[config.mk]
export PLATFORM = sky130hd
export DESIGN_NAME = gimbal_track_lost_search_control
export DESIGN_NICKNAME = d
export VERILOG_FILES = /design/src/rtl/gtlsc_pkg.sv /design/src/rtl/gtlsc_csr.sv /design/src/rtl/gtlsc_scale.sv /design/src/rtl/gtlsc_track.sv /design/src/rtl/gimbal_track_lost_search_control.sv
export SDC_FILE = /design/constraint.sdc
export NUM_CORES = 2
export LEC_CHECK = 0
export ABC_AREA = 0
export BUFFER_PORTS_ARGS = -buffer_cell sky130_fd_sc_hd__buf_2
export CAP_MARGIN = 10
export CORE_UTILIZATION = 55
export DETAILED_ROUTE_END_ITERATION = 10
export PLACE_DENSITY = 0.68
export SKIP_CTS_REPAIR_TIMING = 1
export SLEW_MARGIN = 20
export SYNTH_ARGS = -nofsm -noshare
export SYNTH_HDL_FRONTEND = slang
export SYNTH_SLANG_ARGS = --single-unit
[constraint.sdc]
create_clock -name clock -period 24.4 [get_ports clock]
set_input_delay 0 -clock clock [delete_from_list [all_inputs] [get_ports clock]]
set_output_delay 0 -clock clock [all_outputs]
set_load 0.005 [all_outputs]
[src/rtl/gtlsc_pkg.sv]
// -----------------------------------------------------------------------------
// gtlsc_pkg
// Shared types and constants of the gimbal track / lost / search controller.
// -----------------------------------------------------------------------------
package gtlsc_pkg;

   // angle fields: signed 1/64 degree
   localparam int AngleW = 15;
   localparam int RangeW = 16;
   localparam int GainW  = 9;
   localparam int LostW  = 7;
   localparam int QuotW  = 17;

   localparam int CsrIdxW  = 3;
   localparam int CsrDataW = 15;

   // default frame counts
   localparam int LostLimitDef    = 5;
   localparam int SearchPeriodDef = 30;

   // register indexes
   localparam logic [CsrIdxW-1:0] REG_YAW_GAIN   = 3'd0;
   localparam logic [CsrIdxW-1:0] REG_PITCH_GAIN = 3'd1;
   localparam logic [CsrIdxW-1:0] REG_CMD_LIMIT  = 3'd2;
   localparam logic [CsrIdxW-1:0] REG_SWEEP_AMP  = 3'd3;
   localparam logic [CsrIdxW-1:0] REG_AIM_TOL    = 3'd4;
   localparam logic [CsrIdxW-1:0] REG_FIXED_EN   = 3'd5;
   localparam logic [CsrIdxW-1:0] REG_FIXED_YAW  = 3'd6;
   localparam logic [CsrIdxW-1:0] REG_FIXED_PITCH = 3'd7;

   // override flag codes
   localparam logic [1:0] FLAG_NONE  = 2'd0;
   localparam logic [1:0] FLAG_FIXED = 2'd2;

   // x/100 = (x * QuotMul) >> QuotShift, exact for x < 2^23
   localparam logic [23:0] QuotMul   = 24'd10737419;
   localparam int          QuotShift = 30;
   // x/5 = (x * DecayMul) >> DecayShift, exact for x < 2^17
   localparam logic [17:0] DecayMul   = 18'd209716;
   localparam int          DecayShift = 20;

   typedef struct packed {
      logic [GainW-1:0]         yaw_gain;
      logic [GainW-1:0]         pitch_gain;
      logic [5:0]               cmd_limit;
      logic [4:0]               sweep_amp;
      logic [13:0]              aim_tol;
      logic                     fixed_en;
      logic signed [AngleW-1:0] fixed_yaw;
      logic signed [AngleW-1:0] fixed_pitch;
   } cfg_type;

   typedef struct packed {
      logic                     pose_valid;
      logic signed [AngleW-1:0] yaw_ang;
      logic signed [AngleW-1:0] pitch_ang;
      logic [RangeW-1:0]        range_mm;
   } pose_type;

   // scaled pose: magnitudes of gain*error/100 and the sign of each command
   typedef struct packed {
      logic              pose_valid;
      logic              yaw_neg;
      logic              pitch_neg;
      logic              fire;
      logic [QuotW-1:0]  yaw_quot;
      logic [QuotW-1:0]  pitch_quot;
      logic [RangeW-1:0] range_mm;
   } scaled_type;

   typedef struct packed {
      logic [1:0]               track_mode;
      logic                     control_on;
      logic                     fire_ok;
      logic signed [AngleW-1:0] cmd_yaw;
      logic signed [AngleW-1:0] cmd_tilt;
      logic [RangeW-1:0]        cmd_range_mm;
      logic [1:0]               mode_flag;
   } result_type;

endpackage

[src/rtl/gtlsc_csr.sv]
// -----------------------------------------------------------------------------
// gtlsc_csr
// Configuration register file, one write per valid cycle.
// -----------------------------------------------------------------------------
module gtlsc_csr (
   input  logic                                clock,
   input  logic                                reset,
   input  logic                                csr_valid,
   output logic                                csr_ready,
   input  logic [gtlsc_pkg::CsrIdxW-1:0]       csr_index,
   input  logic [gtlsc_pkg::CsrDataW-1:0]      csr_data,
   output gtlsc_pkg::cfg_type                  cfg
);

   gtlsc_pkg::cfg_type cfg_ff;
   gtlsc_pkg::cfg_type cfg_in;

   assign csr_ready = 1'b1;
   assign cfg       = cfg_ff;

   always_comb begin
      cfg_in = cfg_ff;
      if (csr_valid) begin
         case (csr_index)
            gtlsc_pkg::REG_YAW_GAIN:    cfg_in.yaw_gain    = csr_data[8:0];
            gtlsc_pkg::REG_PITCH_GAIN:  cfg_in.pitch_gain  = csr_data[8:0];
            gtlsc_pkg::REG_CMD_LIMIT:   cfg_in.cmd_limit   = csr_data[5:0];
            gtlsc_pkg::REG_SWEEP_AMP:   cfg_in.sweep_amp   = csr_data[4:0];
            gtlsc_pkg::REG_AIM_TOL:     cfg_in.aim_tol     = csr_data[13:0];
            gtlsc_pkg::REG_FIXED_EN:    cfg_in.fixed_en    = csr_data[0];
            gtlsc_pkg::REG_FIXED_YAW:   cfg_in.fixed_yaw   = csr_data;
            gtlsc_pkg::REG_FIXED_PITCH: cfg_in.fixed_pitch = csr_data;
            default: ;
         endcase
      end
   end

   always_ff @(posedge clock) begin
      if (reset) begin
         cfg_ff.yaw_gain    <= 9'd100;
         cfg_ff.pitch_gain  <= 9'd100;
         cfg_ff.cmd_limit   <= 6'd20;
         cfg_ff.sweep_amp   <= 5'd8;
         cfg_ff.aim_tol     <= 14'd64;
         cfg_ff.fixed_en    <= 1'b0;
         cfg_ff.fixed_yaw   <= 15'sd1920;
         cfg_ff.fixed_pitch <= 15'sd0;
      end else begin
         cfg_ff <= cfg_in;
      end
   end

endmodule

[src/rtl/gtlsc_scale.sv]
// -----------------------------------------------------------------------------
// gtlsc_scale
// Pose scaling pipeline: input register, gain multiply, divide by 100.
// -----------------------------------------------------------------------------
module gtlsc_scale (
   input  logic                  clock,
   input  logic                  reset,
   input  gtlsc_pkg::cfg_type    cfg,
   input  logic                  in_valid,
   output logic                  in_ready,
   input  gtlsc_pkg::pose_type   in_data,
   output logic                  out_valid,
   input  logic                  out_ready,
   output gtlsc_pkg::scaled_type out_data
);

   typedef struct packed {
      logic                            pose_valid;
      logic                            yaw_neg;
      logic                            pitch_neg;
      logic                            fire;
      logic [23:0]                     yaw_prod;
      logic [23:0]                     pitch_prod;
      logic [gtlsc_pkg::RangeW-1:0]    range_mm;
   } prod_type;

   gtlsc_pkg::pose_type   s1_ff;
   prod_type              s2_ff, s2_in;
   gtlsc_pkg::scaled_type s3_ff, s3_in;
   logic                  v1_ff, v2_ff, v3_ff;
   logic                  en1, en2, en3;

   logic [gtlsc_pkg::AngleW-1:0] yaw_mag, pitch_mag;
   logic [47:0]                  yaw_full, pitch_full;

   // a stage loads when empty or when its contents move on
   assign en3      = !v3_ff || out_ready;
   assign en2      = !v2_ff || en3;
   assign en1      = !v1_ff || en2;
   assign in_ready = en1;

   assign yaw_mag   = s1_ff.yaw_ang[14]   ? 15'(-s1_ff.yaw_ang)   : s1_ff.yaw_ang;
   assign pitch_mag = s1_ff.pitch_ang[14] ? 15'(-s1_ff.pitch_ang) : s1_ff.pitch_ang;

   always_comb begin
      s2_in.pose_valid = s1_ff.pose_valid;
      // -yaw*gain is negative for positive yaw
      s2_in.yaw_neg    = !s1_ff.yaw_ang[14];
      s2_in.pitch_neg  = s1_ff.pitch_ang[14];
      s2_in.fire       = ({1'b0, yaw_mag} <= {2'b00, cfg.aim_tol}) &&
                         ({1'b0, pitch_mag} <= {2'b00, cfg.aim_tol});
      s2_in.yaw_prod   = 24'(yaw_mag) * 24'(cfg.yaw_gain);
      s2_in.pitch_prod = 24'(pitch_mag) * 24'(cfg.pitch_gain);
      s2_in.range_mm   = s1_ff.range_mm;
   end

   assign yaw_full   = 48'(s2_ff.yaw_prod) * 48'(gtlsc_pkg::QuotMul);
   assign pitch_full = 48'(s2_ff.pitch_prod) * 48'(gtlsc_pkg::QuotMul);

   always_comb begin
      s3_in.pose_valid = s2_ff.pose_valid;
      s3_in.yaw_neg    = s2_ff.yaw_neg;
      s3_in.pitch_neg  = s2_ff.pitch_neg;
      s3_in.fire       = s2_ff.fire;
      s3_in.yaw_quot   = yaw_full[gtlsc_pkg::QuotShift +: gtlsc_pkg::QuotW];
      s3_in.pitch_quot = pitch_full[gtlsc_pkg::QuotShift +: gtlsc_pkg::QuotW];
      s3_in.range_mm   = s2_ff.range_mm;
   end

   assign out_valid = v3_ff;
   assign out_data  = s3_ff;

   always_ff @(posedge clock) begin
      if (reset) begin
         v1_ff <= 1'b0;
         v2_ff <= 1'b0;
         v3_ff <= 1'b0;
      end else begin
         if (en1) v1_ff <= in_valid;
         if (en2) v2_ff <= v1_ff;
         if (en3) v3_ff <= v2_ff;
      end
   end

   always_ff @(posedge clock) begin
      if (en1) s1_ff <= in_data;
      if (en2) s2_ff <= s2_in;
      if (en3) s3_ff <= s3_in;
   end

endmodule

[src/rtl/gtlsc_track.sv]
// -----------------------------------------------------------------------------
// gtlsc_track
// Tracking state, held command, decay and sweep, and the result register.
// -----------------------------------------------------------------------------
module gtlsc_track #(
   parameter int LOST_LIMIT    = gtlsc_pkg::LostLimitDef,
   parameter int SEARCH_PERIOD = gtlsc_pkg::SearchPeriodDef
) (
   input  logic                  clock,
   input  logic                  reset,
   input  gtlsc_pkg::cfg_type    cfg,
   input  logic                  in_valid,
   output logic                  in_ready,
   input  gtlsc_pkg::scaled_type in_data,
   output logic                  rsp_valid,
   input  logic                  rsp_ready,
   output gtlsc_pkg::result_type rsp_data
);

   typedef enum logic [1:0] {
      ST_IDLE   = 2'd0,
      ST_TRACK  = 2'd1,
      ST_LOST   = 2'd2,
      ST_SEARCH = 2'd3
   } state_type;

   // bit i: parity of i / period, built by counting
   function automatic logic [127:0] phase_mask(input int period);
      logic [127:0] m;
      int           cnt;
      logic         ph;
      m   = '0;
      cnt = 0;
      ph  = 1'b0;
      for (int i = 0; i < 128; i++) begin
         m[i] = ph;
         cnt  = cnt + 1;
         if (cnt == period) begin
            cnt = 0;
            ph  = ~ph;
         end
      end
      return m;
   endfunction

   localparam logic [gtlsc_pkg::LostW-1:0] LostLimitC = 7'(LOST_LIMIT);
   localparam logic [gtlsc_pkg::LostW-1:0] WrapLimitC = 7'(2 * SEARCH_PERIOD);
   localparam logic [gtlsc_pkg::LostW-1:0] RestartC   = 7'(LOST_LIMIT + 1);
   localparam logic [gtlsc_pkg::LostW-1:0] LostMaxC   =
      (RestartC > WrapLimitC) ? RestartC : WrapLimitC;
   localparam logic [127:0] PhaseMaskC = phase_mask(SEARCH_PERIOD);

   logic [gtlsc_pkg::LostW-1:0]         lost_ff, lost_in, lost_inc;
   logic signed [gtlsc_pkg::AngleW-1:0] held_yaw_ff, held_yaw_in;
   logic signed [gtlsc_pkg::AngleW-1:0] held_pitch_ff, held_pitch_in;
   logic [gtlsc_pkg::RangeW-1:0]        held_range_ff, held_range_in;
   logic                                held_control_ff, held_control_in;
   logic [1:0]                          held_flag_ff, held_flag_in;
   gtlsc_pkg::result_type               rsp_data_ff, rsp_data_in;
   logic                                rsp_valid_ff, rsp_valid_in;
   state_type                           mode_in;
   logic                                take;

   logic [11:0]                         lim;
   logic [10:0]                         amp;
   logic [11:0]                         yaw_cmag, pitch_cmag;
   logic signed [gtlsc_pkg::AngleW-1:0] yaw_cmd, pitch_cmd;
   logic [gtlsc_pkg::AngleW-1:0]        held_yaw_mag, held_pitch_mag;
   logic [34:0]                         decay_yaw_prod, decay_pitch_prod;
   logic [gtlsc_pkg::AngleW-1:0]        decay_yaw_mag, decay_pitch_mag;
   logic signed [gtlsc_pkg::AngleW-1:0] decay_yaw, decay_pitch;

   assign in_ready = !rsp_valid_ff || rsp_ready;
   assign take     = in_valid && in_ready;

   assign lost_inc = (lost_ff != 7'd127) ? lost_ff + 7'd1 : lost_ff;

   // zero limit or amplitude acts as one degree
   assign lim = {((cfg.cmd_limit == 6'd0) ? 6'd1 : cfg.cmd_limit), 6'b0};
   assign amp = {((cfg.sweep_amp == 5'd0) ? 5'd1 : cfg.sweep_amp), 6'b0};

   assign yaw_cmag   = (in_data.yaw_quot > 17'(lim))   ? lim : in_data.yaw_quot[11:0];
   assign pitch_cmag = (in_data.pitch_quot > 17'(lim)) ? lim : in_data.pitch_quot[11:0];
   assign yaw_cmd    = in_data.yaw_neg   ? 15'(15'd0 - 15'(yaw_cmag))   : 15'(yaw_cmag);
   assign pitch_cmd  = in_data.pitch_neg ? 15'(15'd0 - 15'(pitch_cmag)) : 15'(pitch_cmag);

   // held * 4 / 5, toward zero
   assign held_yaw_mag   = held_yaw_ff[14]   ? 15'(-held_yaw_ff)   : held_yaw_ff;
   assign held_pitch_mag = held_pitch_ff[14] ? 15'(-held_pitch_ff) : held_pitch_ff;
   assign decay_yaw_prod   = 35'({held_yaw_mag, 2'b00}) * 35'(gtlsc_pkg::DecayMul);
   assign decay_pitch_prod = 35'({held_pitch_mag, 2'b00}) * 35'(gtlsc_pkg::DecayMul);
   assign decay_yaw_mag   = decay_yaw_prod[gtlsc_pkg::DecayShift +: gtlsc_pkg::AngleW];
   assign decay_pitch_mag = decay_pitch_prod[gtlsc_pkg::DecayShift +: gtlsc_pkg::AngleW];
   assign decay_yaw   = held_yaw_ff[14]   ? 15'(15'd0 - decay_yaw_mag)   : decay_yaw_mag;
   assign decay_pitch = held_pitch_ff[14] ? 15'(15'd0 - decay_pitch_mag) : decay_pitch_mag;

   always_comb begin
      mode_in         = ST_IDLE;
      lost_in         = lost_ff;
      held_yaw_in     = held_yaw_ff;
      held_pitch_in   = held_pitch_ff;
      held_range_in   = held_range_ff;
      held_control_in = held_control_ff;
      held_flag_in    = held_flag_ff;
      rsp_data_in     = '0;

      if (cfg.fixed_en) begin
         mode_in                  = ST_TRACK;
         lost_in                  = '0;
         rsp_data_in.control_on   = 1'b1;
         rsp_data_in.cmd_yaw      = cfg.fixed_yaw;
         rsp_data_in.cmd_tilt     = cfg.fixed_pitch;
         rsp_data_in.mode_flag    = gtlsc_pkg::FLAG_FIXED;
         held_yaw_in              = cfg.fixed_yaw;
         held_pitch_in            = cfg.fixed_pitch;
         held_range_in            = '0;
         held_control_in          = 1'b1;
         held_flag_in             = gtlsc_pkg::FLAG_FIXED;
      end else if (in_data.pose_valid) begin
         mode_in                  = ST_TRACK;
         lost_in                  = '0;
         rsp_data_in.control_on   = 1'b1;
         rsp_data_in.fire_ok      = in_data.fire;
         rsp_data_in.cmd_yaw      = yaw_cmd;
         rsp_data_in.cmd_tilt     = pitch_cmd;
         rsp_data_in.cmd_range_mm = in_data.range_mm;
         rsp_data_in.mode_flag    = gtlsc_pkg::FLAG_NONE;
         held_yaw_in              = yaw_cmd;
         held_pitch_in            = pitch_cmd;
         held_range_in            = in_data.range_mm;
         held_control_in          = 1'b1;
         held_flag_in             = gtlsc_pkg::FLAG_NONE;
      end else if (lost_inc <= LostLimitC) begin
         mode_in                  = ST_LOST;
         lost_in                  = lost_inc;
         held_yaw_in              = decay_yaw;
         held_pitch_in            = decay_pitch;
         rsp_data_in.control_on   = held_control_ff;
         rsp_data_in.cmd_yaw      = decay_yaw;
         rsp_data_in.cmd_tilt     = decay_pitch;
         rsp_data_in.cmd_range_mm = held_range_ff;
         rsp_data_in.mode_flag    = held_flag_ff;
      end else begin
         mode_in                  = ST_SEARCH;
         lost_in                  = (lost_inc > WrapLimitC) ? RestartC : lost_inc;
         rsp_data_in.control_on   = 1'b1;
         rsp_data_in.cmd_yaw      = PhaseMaskC[lost_inc] ? 15'(15'd0 - 15'(amp)) : 15'(amp);
         rsp_data_in.mode_flag    = gtlsc_pkg::FLAG_NONE;
      end
      rsp_data_in.track_mode = mode_in;
   end

   always_comb begin
      rsp_valid_in = rsp_valid_ff;
      if (take)           rsp_valid_in = 1'b1;
      else if (rsp_ready) rsp_valid_in = 1'b0;
   end

   always_ff @(posedge clock) begin
      if (reset) begin
         rsp_valid_ff    <= 1'b0;
         lost_ff         <= '0;
         held_yaw_ff     <= '0;
         held_pitch_ff   <= '0;
         held_range_ff   <= '0;
         held_control_ff <= 1'b0;
         held_flag_ff    <= '0;
      end else begin
         rsp_valid_ff <= rsp_valid_in;
         if (take) begin
            lost_ff         <= lost_in;
            held_yaw_ff     <= held_yaw_in;
            held_pitch_ff   <= held_pitch_in;
            held_range_ff   <= held_range_in;
            held_control_ff <= held_control_in;
            held_flag_ff    <= held_flag_in;
         end
      end
      if (take) rsp_data_ff <= rsp_data_in;
   end

   assign rsp_valid = rsp_valid_ff;
   assign rsp_data  = rsp_data_ff;

   // lost counter stays within the wrap window
   a_lost_bound: assert property (@(posedge clock) disable iff (reset)
      lost_ff <= LostMaxC)
      else $error("lost counter out of range");

   // a search command carries no pitch and no range
   a_search_cmd: assert property (@(posedge clock) disable iff (reset)
      rsp_valid_ff && (rsp_data_ff.track_mode == 2'(ST_SEARCH)) |->
         (rsp_data_ff.cmd_tilt == '0) && (rsp_data_ff.cmd_range_mm == '0) &&
         rsp_data_ff.control_on && !rsp_data_ff.fire_ok)
      else $error("search command malformed");

   // decay never grows the held yaw
   a_decay_shrinks: assert property (@(posedge clock) disable iff (reset)
      take && (mode_in == ST_LOST) |=> held_yaw_mag <= $past(held_yaw_mag))
      else $error("held yaw grew while lost");

   // tracked command from a pose respects the clamp
   a_clamp: assert property (@(posedge clock) disable iff (reset)
      take && !cfg.fixed_en && in_data.pose_valid |->
         (yaw_cmag <= lim) && (pitch_cmag <= lim))
      else $error("tracking command exceeds limit");

   // fixed mode never fires
   a_fixed_no_fire: assert property (@(posedge clock) disable iff (reset)
      rsp_valid_ff && (rsp_data_ff.mode_flag == gtlsc_pkg::FLAG_FIXED) |->
         !rsp_data_ff.fire_ok)
      else $error("fire raised in fixed mode");

endmodule

[src/rtl/gimbal_track_lost_search_control.sv]
// -----------------------------------------------------------------------------
// gimbal_track_lost_search_control
// Per-frame gimbal command from a pose result, with lost decay and search.
// -----------------------------------------------------------------------------
// One request per camera frame enters on the req_ stream (pose in tdata, the
// pose-solved flag in tuser); one command leaves on the rsp_ stream for each
// request, in order. Gains, limits, tolerance and the fixed test target are
// written on the csr_ channel, which is always ready; write it only while no
// request is in flight.
// Path: input register, gain multiply, reciprocal divide by 100, then the
// result register, which drives rsp_tvalid. Throughput: one request per
// cycle while rsp_tready does not stall; the input register, the two
// multiplier stages and the result register each hold one request, and the
// track state (held command, lost counter) updates as a request enters the
// result register. Reset clears the pipeline and the tracking state (lost
// counter and held command zero) and loads the register defaults. When
// rsp_tready is low the result is held and the pipeline keeps filling its
// empty stages; req_tready drops only when every stage holds a request.
// -----------------------------------------------------------------------------
module gimbal_track_lost_search_control #(
   parameter int LOST_LIMIT    = gtlsc_pkg::LostLimitDef,
   parameter int SEARCH_PERIOD = gtlsc_pkg::SearchPeriodDef
) (
   input  logic                             clock,
   input  logic                             reset,
   input  logic                             req_tvalid,
   output logic                             req_tready,
   // [14:0] yaw_ang, [29:15] pitch_ang, [45:30] range_mm, [47:46] zero
   input  logic [47:0]                      req_tdata,
   // [0] pose_valid
   input  logic                             req_tuser,
   output logic                             rsp_tvalid,
   input  logic                             rsp_tready,
   // [0] control_on, [1] fire_ok, [16:2] cmd_yaw, [31:17] cmd_tilt,
   // [47:32] cmd_range_mm
   output logic [47:0]                      rsp_tdata,
   // [1:0] track_mode, [3:2] mode_flag
   output logic [3:0]                       rsp_tuser,
   input  logic                             csr_valid,
   output logic                             csr_ready,
   input  logic [gtlsc_pkg::CsrIdxW-1:0]    csr_index,
   input  logic [gtlsc_pkg::CsrDataW-1:0]   csr_data
);

   gtlsc_pkg::cfg_type    cfg;
   gtlsc_pkg::pose_type   pose;
   gtlsc_pkg::scaled_type scaled;
   gtlsc_pkg::result_type result;
   logic                  scaled_valid, scaled_ready;

   assign pose.pose_valid = req_tuser;
   assign pose.yaw_ang    = req_tdata[14:0];
   assign pose.pitch_ang  = req_tdata[29:15];
   assign pose.range_mm   = req_tdata[45:30];

   gtlsc_csr u_csr (
      .clock     (clock),
      .reset     (reset),
      .csr_valid (csr_valid),
      .csr_ready (csr_ready),
      .csr_index (csr_index),
      .csr_data  (csr_data),
      .cfg       (cfg)
   );

   gtlsc_scale u_scale (
      .clock     (clock),
      .reset     (reset),
      .cfg       (cfg),
      .in_valid  (req_tvalid),
      .in_ready  (req_tready),
      .in_data   (pose),
      .out_valid (scaled_valid),
      .out_ready (scaled_ready),
      .out_data  (scaled)
   );

   gtlsc_track #(
      .LOST_LIMIT    (LOST_LIMIT),
      .SEARCH_PERIOD (SEARCH_PERIOD)
   ) u_track (
      .clock     (clock),
      .reset     (reset),
      .cfg       (cfg),
      .in_valid  (scaled_valid),
      .in_ready  (scaled_ready),
      .in_data   (scaled),
      .rsp_valid (rsp_tvalid),
      .rsp_ready (rsp_tready),
      .rsp_data  (result)
   );

   assign rsp_tdata = {result.cmd_range_mm, result.cmd_tilt, result.cmd_yaw,
                       result.fire_ok, result.control_on};
   assign rsp_tuser = {result.mode_flag, result.track_mode};

endmodule
== Word level (Yosys, flattened, before mapping) ==
Memories as Yosys holds them, arrays and structs flattened.
Index checks and enable logic that the tools add are counted.

* Equality and inequality tests: 8
* Bitwise logic cells: 2
* Reduce and logical (&&, ||, !) cells: 30
* Order comparisons: 7
* Multiplexer cells: 39
* Add/subtract/negate cells: 10
* Multipliers: 6

{| class="wikitable"
|+ Operators by type and width
! kind !! count
|-
| two-way mux 15 bit || 16
|-
| multiplier 24 x 24 -> 47 bit, second input constant || 2
|-
| multiplier 15 x 16 -> 31 bit, second input constant || 2
|-
| negation 15 bit || 4
|-
| multiplier 15 x 9 -> 24 bit || 2
|-
| two-way mux 48 bit || 1
|-
| two-way mux 7 bit || 5
|-
| greater-than comparator 17 x 12 -> 1 bit || 2
|-
| two-way mux 16 bit || 2
|-
| two-way mux 31 bit || 1
|-
| <= comparator 15 x 14 -> 1 bit || 2
|-
| two-way mux 30 bit || 1
|-
| subtractor 1 x 15 -> 15 bit, first input constant || 2
|-
| subtractor 1 x 12 -> 13 bit, first input constant || 2
|-
| two-way mux 12 bit || 2
|-
| AND reduction 2 bit || 10
|-
| equality test 3 bit, second input constant || 4
|-
| subtractor 1 x 11 -> 12 bit, first input constant || 1
|-
| less-than comparator 7 x 8 -> 1 bit, second input constant || 1
|-
| adder 7 x 1 -> 7 bit, second input constant || 1
|-
| greater-than comparator 7 x 6 -> 1 bit, second input constant || 1
|-
| <= comparator 7 x 3 -> 1 bit, second input constant || 1
|-
| != test 7 bit, second input constant || 1
|-
| equality test 3 x 2 -> 1 bit, second input constant || 2
|-
| 16 further kinds || 34
|}

* Register bits: 355
* Memory bits (read-only): 128
* Memories kept: 1
* Output and inout port bits: 55
* Logic and storage cells: 147
* Bits of input ports: 72

{| class="wikitable"
|+ Memories
! memory !! depth !! width !! rd ports !! clocked after Yosys merged registers in !! wr ports !! line !! source
|-
| (no name shown) || 128 || 1 || 1 || 0 || 0 || gtlsc_track.sv:147 || <nowiki>rsp_data_in.cmd_yaw = PhaseMaskC[lost_inc] ? 15'(15'd0 - 15'(amp)) : 15'(amp);</nowiki>
|}

== Logic depth before layout (Yosys ltp) ==
* Word-level depth: 8
* Gate-level depth with buffers: 32
* Depth with buffers taken out: 32

== Modules after synthesis ==
A second synthesis with hierarchy kept.

* Cell total of the unflattened synthesis: 5477
* Area total of the unflattened synthesis: 53840.4 µm²

{| class="wikitable"
|+ Modules (own cells, without submodules)
! module !! area each (µm²) !! cells each !! seq. area each (µm²) !! times used
|-
| gtlsc_scale || 35061.1 || 3369 || 5134.9 || 1
|-
| gtlsc_track || 15760.1 || 1825 || 2652.5 || 1
|-
| gtlsc_csr || 3019.1 || 283 || 1481.4 || 1
|}

== Worst setup path before layout ==
Ideal clock, no wire load.

* Kind: register to register
* Start: reg u_track.held_pitch_ff[0] in the netlist's numbering
* End: reg u_track.rsp_data_ff (netlist bit u_track.rsp_data[30]), data pin
* Slack: 16.702 ns
* Cell stages (with the launch flop): 27
* Arrival: 7.430 ns
* Clock period less this slack: 7.698 ns
* Cell sequence: dfxtp_1 -> inv_1 -> ha_1 -> nand2_1 -> or3_1 -> or4_1 -> o41ai_1 -> xnor2_1 -> ha_1 -> fa_1 -> inv_1 -> fa_1 -> fa_1 -> inv_1 -> fa_1 -> fa_1 -> ha_1 -> nand2_1 -> nor4_1 -> o211ai_1 -> and2_1 -> o311ai_0 -> o21ai_2 -> nor4b_4 -> a2111oi_0 -> nor3_1 -> o31ai_1

{| class="wikitable"
|+ RTL lines
! item !! line !! source
|-
| from (decl) || gtlsc_track.sv:55 || <nowiki>logic signed [gtlsc_pkg::AngleW-1:0] held_pitch_ff, held_pitch_in;</nowiki>
|-
| from (signal assigned) || gtlsc_track.sv:173 || <nowiki>held_pitch_ff <= held_pitch_in;</nowiki>
|-
| to (signal assigned) || gtlsc_track.sv:179 || <nowiki>if (take) rsp_data_ff <= rsp_data_in;</nowiki>
|-
| to (decl) || gtlsc_track.sv:59 || <nowiki>gtlsc_pkg::result_type rsp_data_ff, rsp_data_in;</nowiki>
|}

==> reports/qor.csv <==
stage;metric;value;unit
run_status;outcome;finished with violations;
run_status;failed_checks;hold timing;
worst_setup_path;crit_start;u_track.held_pitch_ff[0];
synthesis;postSynthRegisterBits;353;
worst_setup_path;data_arrival_time_of_the_worst_path;9420;ps
synthesis;synth-warning-count;0;
clock_network;ctsRootBufferMaster;sky130_fd_sc_hd__clkbuf_16;
worst_setup_path;endpoint_kind;flop;
synthesis;post_synth_inst_count;5234;
sta;min_period_over_period;37.40;%
worst_setup_path;r2r-end;u_track.rsp_data[31];
hold_path;min_path_cells;5;
synthesis;yosysSeqAreaShare;17.92;%
clock_network;tritoncts.num_buffers;41;
floorplanning;rows;112;
placed_design;detailedPlace.worstSlack;15480;ps
worst_setup_path;slowest_delay;790;ps
floorplanning;pin_count;127;
worst_setup_path;crit_path_start_kind;flop;
floorplanning;die_x;308.7;µm
sta;post-route-worst-setup-slack;15270;ps
hold_path;holdCritPathClass;primary input to flop;
route;drc;0;
clock_network;h-tree-depth;2;
floorplanning;initial_utilization;55.52;%
floorplanning;die_y;308.7;µm
placed_design;port-buffer-count;122;
finish;finish.instance_area;55880;µm²
sta;timing.clock.skew;17.21;ps
worst_setup_path;worst-r2r-setup-slack;15270;ps
route;first_iter_violations;2482;
sta;actual_slew_at_the_worst_max_slew_pin;1192;ps
hold_path;hp-start;csr_index[0];
finish;drive_gt1_share;4.934;%
worst_setup_path;worst_path_max_delay_cell;sky130_fd_sc_hd__o311ai_0;
route;via_per_inst;5.453;
synthesis;synth.avg_cell_area;9.884;µm²
worst_setup_path;crit_path_frequent_cell;sky130_fd_sc_hd__fa_1;
clock_network;cts_tree;yes;
sta;grt_setup_unrepaired;false;
sta;maxClockFrequency;0.1096;GHz
finish;final_nets;7123;
floorplanning;fp.dieArea;95290;µm²
sta;finalSetupTns;0;ps
worst_setup_path;ff2ff_path_depth;26;
sta;setup_viol;0;
synthesis;number_of_distinct_library_cell_variants_in_the_gate_level_netlist_after_synthesis;86;
global_route;number_of_antenna_violations_at_the_first_check_in_global_routing;2;
worst_setup_path;crit-reg2reg-launch;u_track.held_pitch_ff[0];
route;totalWireLength;122.3;mm
clock_network;insertion_delay;570;ps
placed_design;postPlaceCellArea;53820;µm²
worst_setup_path;setup.worst_path.class;flop to flop;
sta;max-slew-margin-rel;19.93;%
sta;timing.hold.ws;-9.594;ps
synthesis;syn_area;51730;µm²
global_route;first_pass_grt_wire_length;199.0;mm
sta;report.final.slew_viol_count;0;
clock_network;clk_slew_on_worst_s_h_paths;60;ps
route;routed-via-count;36472;
route;antenna_violating_nets_post_route;0;
clock_network;cts.path.max_buffers;3;
placed_design;gp_routability_congestion;0.9263;
floorplanning;floorplan.core_area;93190;µm²
global_route;grt_usage;26.42;%
flow_run;max_cap_violations;0;
global_route;total_congestion_overflow;0;
sta;report.final.hold_viol_count;6;
worst_setup_path;timing.critical_path.required;24690;ps
route;detail_route.first_pass.iterations;5;
synthesis;ys_dominant_reg_cell;sky130_fd_sc_hd__edfxtp_1;
sta;final_period_minus_worst_setup_slack;9126;ps
placed_design;dp_hpwl;100.2;mm
synthesis;async_sr_flop_fraction;0;%
global_route;grt_start_max_net_pins;80;
synthesis;mappedNetlistNets;6958;
hold_path;holdPathEnd;u_csr.cfg[11];
route;detail_route.wl_per_cell;18.29;µm
synthesis;synth_edf_count;220;
global_route;via_count_of_the_first_global_routing_pass;37692;
worst_setup_path;crit_path_max_fanout;6;
finish;flow.area_growth_from_synthesis;8.020;%
clock_network;cts.sink_count;353;
cell families (layout without fill, tap and decap cells):
logic type / count (synthesis) / after routing / synth area share [%]
other cells: 2 / 5 / 0.01452
simple gates: 1105 / 1105 / 9.923
fa+ha+maj: 1653 / 1653 / 50.83
compound gates: 672 / 672 / 8.310
buf+inv: 1204 / 1402 / 8.772
mux: 31 / 31 / 0.5998
flops: 353 / 353 / 17.92
xor+xnor: 214 / 214 / 3.637
worst max-delay path: cells and delay by family, from the launching register on:
family / cells / cell delay (ps)
XOR/XNOR: 1 / 230
flip-flops: 1 / 410
adder cells (fa/ha/maj): 8 / 3520
AO/OA/AOI/OAI: 6 / 1970
buffers and inverters: 3 / 370
AND/OR/NAND/NOR: 8 / 2340
cell usage in the layout, fill, tap and decap left out, types with 11 or more instances in the layout:
| cell type | instances |
|---|---|
| sky130_fd_sc_hd__o31ai_1 | 27 |
| sky130_fd_sc_hd__buf_2 | 121 |
| sky130_fd_sc_hd__mux2i_1 | 31 |
| sky130_fd_sc_hd__nor2b_1 | 28 |
| sky130_fd_sc_hd__a31oi_1 | 32 |
| sky130_fd_sc_hd__a21o_1 | 33 |
| sky130_fd_sc_hd__nand2b_1 | 16 |
| sky130_fd_sc_hd__o21bai_1 | 13 |
| sky130_fd_sc_hd__o211ai_1 | 18 |
| sky130_fd_sc_hd__xor2_1 | 66 |
| sky130_fd_sc_hd__or4_1 | 11 |
| sky130_fd_sc_hd__nor2_1 | 198 |
| sky130_fd_sc_hd__o21a_1 | 18 |
| sky130_fd_sc_hd__o21ai_0 | 119 |
| sky130_fd_sc_hd__fa_1 | 748 |
| sky130_fd_sc_hd__nor4_1 | 11 |
| sky130_fd_sc_hd__a22o_1 | 18 |
| sky130_fd_sc_hd__nand4_1 | 25 |
| sky130_fd_sc_hd__dlygate4sd3_1 | 68 |
| sky130_fd_sc_hd__inv_1 | 1092 |
| sky130_fd_sc_hd__nor3_1 | 51 |
| sky130_fd_sc_hd__or3_1 | 21 |
| sky130_fd_sc_hd__o41ai_1 | 18 |
| sky130_fd_sc_hd__and3_1 | 24 |
| sky130_fd_sc_hd__nand3_1 | 94 |
| sky130_fd_sc_hd__and2_1 | 120 |
| sky130_fd_sc_hd__a21oi_1 | 244 |
| sky130_fd_sc_hd__dfxtp_1 | 132 |
| sky130_fd_sc_hd__xnor2_1 | 146 |
| sky130_fd_sc_hd__edfxtp_1 | 220 |
| sky130_fd_sc_hd__nand2_1 | 469 |
| sky130_fd_sc_hd__a21boi_0 | 11 |
| sky130_fd_sc_hd__buf_4 | 43 |
| sky130_fd_sc_hd__a211oi_1 | 19 |
| sky130_fd_sc_hd__ha_1 | 904 |
| sky130_fd_sc_hd__or2_2 | 12 |
| sky130_fd_sc_hd__clkbuf_16 | 46 |
how the worst max path moves through the flow:
stage	slack, ps	to
finish	15270	u_track.rsp_data[31]
global route	14880	u_track.rsp_data[31]
detailed placement	15480	u_track.rsp_data[30]
floorplan	16700	u_track.rsp_data[30]
global placement	15510	u_track.rsp_data[30]
CTS	15420	u_track.rsp_data[31]
routing by layer:
metal | global-route usage (%) | routed length, µm | vias to the layer above
li1 | - | - | 17381
met1 | 37.12 | 54860 | 18082
met2 | 44.47 | 58890 | 863
met3 | 2.617 | 6265 | 144
met4 | 5.276 | 2318 | 2
met5 | 0 | 13 | -
cells in the mapped netlist (all sizes together) (20+ instances only):
cell	n	share of area, %
dfxtp	133	5.1
edfxtp	220	13
mux2i	31	0.60
o21ai	126	1.2
nor2	199	1.4
and2	120	1.5
or3	21	0.25
xnor2	148	2.5
ha	904	22
o41ai	20	0.37
nor2b	28	0.34
and3	24	0.29
o31ai	28	0.42
a211oi	20	0.30
nand3	94	0.91
nor3	51	0.49
a21oi	244	2.4
a31oi	32	0.39
nand2	471	3.4
xor2	66	1.1
clkbuf	95	0.69
a21o	34	0.51
fa	748	29
nand4	25	0.30
inv	1093	7.9
layout make-up:
type | instances | area (µm²)
timing repair buffer | 232 | 1609
tap | 1254 | 1569
inverter | 1094 | 4106
clock buffer | 53 | 1187
clock inverter | 23 | 181.4
multi-input combinational | 3677 | 37950
sequential | 353 | 9270
fill | 7929 | 37310
antenna | 3 | 7.507
state kept, by name, indices dropped and copies added (netlist names), 7 cells and up:
signal / cells
u_scale.s1_ff: 47
u_track.held_pitch_ff: 15
u_scale.out_data: 54
u_track.rsp_data: 51
u_track.lost_ff: 7
u_csr.cfg: 74
u_track.held_range_ff: 16
u_track.held_yaw_ff: 15
u_scale.s2_ff: 68
metrics by stage:
stage / hold slack (ps) / util (%) / std cells
final: -9.594 / 59.97 / 6689
after global routing: 20.85 / 59.96 / 6687
after CTS: -436.1 / 59.22 / 6618
after detailed placement: 178.1 / 57.75 / 6542
after global placement: 176.6 / 57.75 / 6542
after floorplan: 98.87 / - / 5234
Power is left out: the tool's default activity adds up to more than one toggle a clock period on the data nets, which glitch-free logic cannot reach.
